### config.mk
export PLATFORM = sky130hd
export DESIGN_NAME = fpc_divsqrt
export DESIGN_NICKNAME = d
export VERILOG_FILES = /design/src/rtl/fpc_divsqrt.sv
export SDC_FILE = /design/constraint.sdc
export NUM_CORES = 1
export LEC_CHECK = 0
export BUFFER_PORTS_ARGS = -buffer_cell sky130_fd_sc_hd__buf_2
export CORE_MARGIN = 2
export CORE_UTILIZATION = 45
export DETAILED_ROUTE_END_ITERATION = 12
export GPL_TIMING_DRIVEN = 0
export MAX_ROUTING_LAYER = met4
export PLACE_DENSITY = 0.61
export SETUP_SLACK_MARGIN = 0.2
export SYNTH_ARGS = -nofsm -noshare
export SYNTH_HDL_FRONTEND = slang
export SYNTH_SLANG_ARGS = --single-unit
### constraint.sdc
create_clock -name clock -period 6.95 [get_ports clock]
set_input_delay 1.0425 -clock clock [delete_from_list [all_inputs] [get_ports clock]]
set_output_delay 1.0425 -clock clock [all_outputs]
set_load 0.01 [all_outputs]
### src/rtl/fpc_divsqrt.sv
// Shared iterative unit: 64-bit integer square root or 49/33-bit restoring divide.
// One result bit per cycle. Depends on nothing but itself.
module fpc_divsqrt (
   input  logic        clock,
   input  logic        reset,
   input  logic        start_sqrt,
   input  logic        start_div,
   input  logic [65:0] opnd_a,
   input  logic [32:0] opnd_b,
   output logic        done,
   output logic [48:0] result
);
   logic [65:0] rem_ff, rem_in;
   logic [65:0] acc_ff, acc_in;
   logic [48:0] res_ff, res_in;
   logic [32:0] den_ff, den_in;
   logic [5:0]  cnt_ff, cnt_in;
   logic        busy_ff, busy_in, sq_ff, sq_in, done_ff, done_in;
   logic [67:0] trial;
   logic [66:0] dtrial;
   logic [65:0] acc_sh;

   always_comb begin
      rem_in = rem_ff; acc_in = acc_ff; res_in = res_ff; den_in = den_ff;
      cnt_in = cnt_ff; busy_in = busy_ff; sq_in = sq_ff; done_in = 1'b0;
      trial = '0; dtrial = '0; acc_sh = '0;
      if (start_sqrt) begin
         // radicand fits 64 bits: align it to the top so 32 steps cover it
         rem_in = {opnd_a[63:0], 2'b00}; acc_in = '0; res_in = '0; cnt_in = 6'd32;
         busy_in = 1'b1; sq_in = 1'b1;
      end else if (start_div) begin
         rem_in = '0; acc_in = {opnd_a[48:0], 17'd0}; res_in = '0;
         den_in = opnd_b; cnt_in = 6'd49; busy_in = 1'b1; sq_in = 1'b0;
      end else if (busy_ff) begin
         if (sq_ff) begin
            // digit-by-digit: bring two bits in, try (res<<2|1)
            acc_sh = {acc_ff[63:0], rem_ff[65:64]};
            trial = {2'd0, acc_sh} - {17'd0, res_ff, 2'b01};
            rem_in = {rem_ff[63:0], 2'b00};
            if (!trial[67]) begin
               acc_in = trial[65:0]; res_in = {res_ff[47:0], 1'b1};
            end else begin
               acc_in = acc_sh; res_in = {res_ff[47:0], 1'b0};
            end
         end else begin
            dtrial = {rem_ff[65:0], acc_ff[65]} - {34'd0, den_ff};
            acc_in = {acc_ff[64:0], 1'b0};
            if (!dtrial[66]) begin
               rem_in = dtrial[65:0]; res_in = {res_ff[47:0], 1'b1};
            end else begin
               rem_in = {rem_ff[64:0], acc_ff[65]}; res_in = {res_ff[47:0], 1'b0};
            end
         end
         cnt_in = cnt_ff - 6'd1;
         if (cnt_ff == 6'd1) begin
            busy_in = 1'b0; done_in = 1'b1;
         end
      end
   end

   always_ff @(posedge clock) begin
      rem_ff <= rem_in; acc_ff <= acc_in; res_ff <= res_in; den_ff <= den_in;
      sq_ff <= sq_in; cnt_ff <= cnt_in;
      if (reset) begin
         busy_ff <= 1'b0; done_ff <= 1'b0;
      end else begin
         busy_ff <= busy_in; done_ff <= done_in;
      end
   end

   assign done   = done_ff;
   assign result = res_ff;
endmodule

Word-level counts from Yosys, hierarchy flattened
Index checks and enable logic that the tools add are counted.
- register bits after elaboration: 223
- input port bits: 103
- output and inout port bits: 50
- word-level logic and storage cells: 41
- $add $sub $neg: 3
- eq/ne operators: 1
- muxes and demuxes: 19
- bitwise gates (word level): 2
- reduce and logical (&&, ||, !) cells: 5
- operators with widths (operator ; count):
    $mux 66 ; 9
    $sub 66x51->67 ; 1
    $sub 67x33->67 ; 1
    $mux 5 ; 2
    $mux 1 ; 8
    $eq 6x1->1 const B ; 1
    $sub 6x1->6 const B ; 1
    $reduce_or 4->1 ; 1
    $reduce_bool 3->1 ; 1
    $not 1->1 ; 2
    $reduce_and 2->1 ; 1
    $reduce_bool 2->1 ; 1
    $reduce_or 2->1 ; 1

Depth between registers and ports, before layout
- depth after elaboration: 6
- depth in mapped cells: 16
- depth with buffers taken out: 14

Worst setup path after synthesis
Ideal clock, no wire load.
- kind: reg-to-reg
- from: reg rem_ff[43]
- to: reg rem_ff[48], data pin
- library setup time: 0.267 ns
- arrival time: 3.317 ns
- data required time: 6.683 ns
- setup slack: 3.365 ns
- stages on the path, launching flop included: 11
- buffers on the path: 0
- period minus slack after synthesis: 3.585 ns
- cells stage by stage: edfxtp_1 > or3_1 > or3_4 > or3_4 > nor4_4 > xnor2_1 > or4b_1 > or3_1 > or3_1 > xor2_1 > o21ai_0
- cells in the longest elaborated chain, start to end: 6
- ends and longest elaborated chain (element ; line ; source):
    from (decl) ; 13 ; logic [65:0] rem_ff, rem_in;
    from (signal assigned) ; 62 ; rem_ff <= rem_in; acc_ff <= acc_in; res_ff <= res_in; den_ff <= den_in;
    $sub 67x33->67 ; 46 ; dtrial = {rem_ff[65:0], acc_ff[65]} - {34'd0, den_ff};
    $mux 66 ; 48 ; if (!dtrial[66]) begin
    $mux 66 ; 35 ; if (sq_ff) begin
    $mux 66 ; 34 ; end else if (busy_ff) begin
    $mux 66 ; 31 ; end else if (start_div) begin
    $mux 66 ; 27 ; if (start_sqrt) begin
    net rem_in[48] ; 13 ;
The timed path passes the listed nets, and every way through them passes these cells. The select of a mux whose other input is x is not followed.
A chain may end at the register's enable or synchronous reset.

Worst setup path in the final report
- from: reg rem_ff[65]
- to: reg acc_ff[20]
- cells in the longest elaborated chain, start to end: 5
- ends and longest elaborated chain (element ; line ; source):
    $sub 66x51->67 ; 38 ; trial = {2'd0, acc_sh} - {17'd0, res_ff, 2'b01};
    $mux 66 ; 40 ; if (!trial[67]) begin
    $mux 66 ; 35 ;
    $mux 66 ; 34 ;
    $mux 66 ; 31 ;
    to (signal assigned) ; 62 ;
    to (decl) ; 14 ; logic [65:0] acc_ff, acc_in;
No other way between the ends. The select of a mux whose other input is x is not followed.

==> flow_metrics.tcl <==
set metrics [dict create \
    area_delta_synth_final_pct 14.0 \
    track_usage_pct 32.4 \
    cts-hold-fix-buffers 0 \
    fmax_ghz 0.189 \
    antenna_found_initial 2 \
    vias 16081 \
    fillers 3489 \
    die_x_um 193 \
    final_area_sq_mm 0.0184 \
    critPathLaunchType "flip-flop" \
    synthTopCellsByArea "edfxtp_1, dfxtp_1, ha_1" \
    grt_max_degree 67 \
    hp-class "reg2reg" \
    p_int_mw 2.90 \
    cpPeakStageDelay_ps 760 \
    setup_violations 0 \
    ir_worst_vdd_v 0.000219 \
    clk_latency_ps 560 \
    ys_seq_area_share_pct 33.6 \
    report.final.slew_viol_count 0 \
    fin_crit_ps 5300 \
    grt_pass1_wl_mm 92.3 \
    yosys_warnings 0 \
    gr-usage-met2_pct 49.0 \
    synth.avg_cell_area_sq_um 8.33 \
    max-slew-margin-rel_pct 18.8 \
    rsz0062_at_grt "false" \
    gp_congestion 0.974 \
    overflow 0 \
    crit_top_cell "clkbuf_1" \
    synth_top_area_share_pct 18.0 \
    cts_resized 0 \
    comb_power_share_pct 33.0 \
    synth_edf_count 97 \
    ant_nets 0 \
    cts_tree "done" \
    critical_path_class "reg2reg" \
    cellPowerDensity_mw_per_mm2 246 \
    drt_pass1_iterations 6 \
    post_dp_cell_area_sq_mm 0.0175 \
    die_h_um 193 \
    coreArea_sq_mm 0.0355 \
    min_period_over_period_pct 76.2 \
    multi_input_area_sq_mm 0.00981 \
    finalHoldViolations 0 \
    instances_no_fill 2603 \
    rows 69 \
    ff2ff_path_depth 15 \
    post-route-drc-count 0 \
    cts_root_buf "clkbuf_16" \
    hold_depth 2 \
    cts_buffer_depth 3 \
    grt_pass1_vias 15339 \
    use_met3_pct 5.98 \
    clkPwrFrac_pct 32.2 \
    min_from "cnt_ff[1]" \
    grt_busiest_layer "met2" \
    fin_tns_setup_ps 0 \
    place_inst 2552 \
    synthCells 1940 \
    via_per_inst 6.18 \
    numCtsBuffers 27 \
    syn_nets 2129 \
    yosys_most_used_dff "dfxtp_1" \
    layout-drive-gt1-share_pct 10.9 \
    wl_per_cell_um 23.4 \
    hold_path_end "cnt_ff[1]" \
    port_buffers 150 \
    synth_top_cell_by_area "edfxtp_1" \
    io_pins 153 \
    required_ps 7400 \
    synth.distinct_cells 80 \
    seqPwrFrac_pct 34.8 \
    regArea_sq_mm 0.00544 \
    path_clk_slew_ps 70 \
    r2r_end "acc_ff[20]" \
    switching_share_pct 36.0 \
    met1_usage_pct 43.8 \
    regToRegSetupSlack_ps 1650 \
    post_cts.repair.setup_buffers 0 \
    syn_area_sq_mm 0.0162 \
    drtIter0Drc 1560 \
    dpl.hpwl_mm 47.2 \
    slowest_stage "clkbuf_1" \
    crit_chain "inv_1 > ha_1 > nor2b_1 > o31a_1 > o221ai_1 > a21oi_1 > o21ba_2 > a31o_2 > a21oi_1 > clkbuf_1 > clkbuf_1 > clkbuf_1 > nor2_1 > a211oi_1 > o2bb2ai_1" \
    crit_path_max_fanout 10 \
    worst_slew_pin_slew_ps 1220 \
    ys_ff_latch 223 \
    cap_violations 0 \
    fin_skew_ps 14.4 \
    final_nets 2309 \
    arrival_ps 5750 \
    dieArea_sq_mm 0.0374 \
    wl_mm 61.0 \
    worstReg2RegStart "rem_ff[65]" \
    cts.sinks 223 \
    status "finished clean" \
    p_leak_nw 7.57 \
    p_switching_mw 1.63 \
    ctsHtreeMaxLevel 1 \
    synth-async-reset-ratio_pct 0 \
    initial_core_util_pct 45.5 \
    worstSetupEndpointType "flip-flop" \
]
==> power by group through the flow <==
stage | Combinational [mW] | Sequential, mW | Clock (mW)
after CTS | 1.46 | 1.57 | 1.48
after global placement | 1.45 | 1.60 | 0
after detailed placement | 1.45 | 1.60 | 0
final | 1.49 | 1.57 | 1.46
after floorplan | 1.05 | 1.55 | 0
after global routing | 1.63 | 1.58 | 1.53
==> critical path: cells and delay by family, from the launching register on <==
family	cells	cell delay, ps
DFF	1	530
AOI/OAI and AO/OA	8	2080
and+or+nand+nor	2	290
adders and majority gates	1	240
buffers and inverters	4	2040
==> cell usage in the layout, fill, tap and decap left out, types with 24 or more instances in the layout <==
cell type and count:
nand2_1 158, mux2i_1 86, a21oi_1 151, edfxtp_1 97
o21ai_0 162, a21o_1 35, nor3_1 36, inv_1 123
a22oi_1 67, xnor2_1 65, buf_2 152, ha_1 85
dfxtp_1 126, clkbuf_1 109, a221oi_1 24, o211ai_1 27
clkbuf_16 27, xor2_1 54, nor2_1 179
==> layer usage <==
metal | routed length, um | vias to the layer above
met2 | 26900 | 718
met3 | 5030 | 117
met5 | 0 | -
met1 | 26900 | 7730
li1 | - | 7516
met4 | 2190 | 0
==> cell type report <==
type	count	share of cell area [%]
antenna	2	0.0272
multi-input combinational	1476	53.3
clock buffer	39	4.12
timing repair buffer	151	4.23
clock inverter	10	0.713
tap	461	3.13
sequential	223	29.5
buffer	117	2.48
inverter	124	2.54
==> cell families after synthesis <==
kind of cell | after synthesis | share of synthesized area, %
buffers and inverters | 241 | 5.71
multiplexers | 89 | 5.54
adder cells (fa/ha/maj) | 86 | 6.71
AO/OA/AOI/OAI | 651 | 26.3
XOR/XNOR | 120 | 6.62
flip-flops | 223 | 33.6
AND/OR/NAND/NOR | 530 | 15.5
==> cells in the mapped netlist, types with 6 or more instances <==
cell type	n
nand3b_1	6
o31ai_1	8
a22oi_1	67
nor2b_1	10
a221oi_1	24
clkbuf_1	102
nor4_1	12
a31o_2	6
nor2_1	180
a21o_1	35
a22o_1	13
a21oi_1	151
and3_1	15
o21a_1	16
nand2b_1	11
ha_1	85
or3_1	20
a31oi_1	12
nor3_1	36
o22ai_1	14
o211ai_1	27
or4_1	9
a211oi_1	23
nand2_1	158
inv_1	124
mux2i_1	86
o21ai_1	6
buf_1	10
xnor2_1	65
o221ai_1	17
and2_1	6
nand3_1	23
xor2_1	54
edfxtp_1	97
dfxtp_1	126
a221o_1	11
o21bai_1	12
nand4_1	20
o21ai_0	162
==> registers in the layout, indices dropped and copies added, names as in the netlist <==
signal   flops
den_ff      33
rem_ff      66
busy_ff      1
acc_ff      66
result      49
done         1
sq_ff        1
cnt_ff       6
==> stage by stage <==
step                      util, %  setup slack, ps  power, mW  hold slack, ps
final                        51.9             1650       4.52             501
after global routing         51.9             1390       4.74             527
after CTS                    51.9             1770       4.51             497
after detailed placement     49.4             1760       3.05             489
after global placement       49.3             1570       3.04             480
after floorplan                 -             3370       2.60             469
==> worst max-delay path by stage <==
stage | cells after the start | to | startpoint
final | 15 | acc_ff[20] | rem_ff[65]
after global routing | 15 | result[0] | rem_ff[65]
after CTS | 15 | acc_ff[20] | rem_ff[65]
after detailed placement | 15 | acc_ff[20] | rem_ff[65]
after global placement | 6 | result[0] | start_div
after floorplan | 10 | rem_ff[48] | rem_ff[43]
Power figures use the tool's default switching activity.
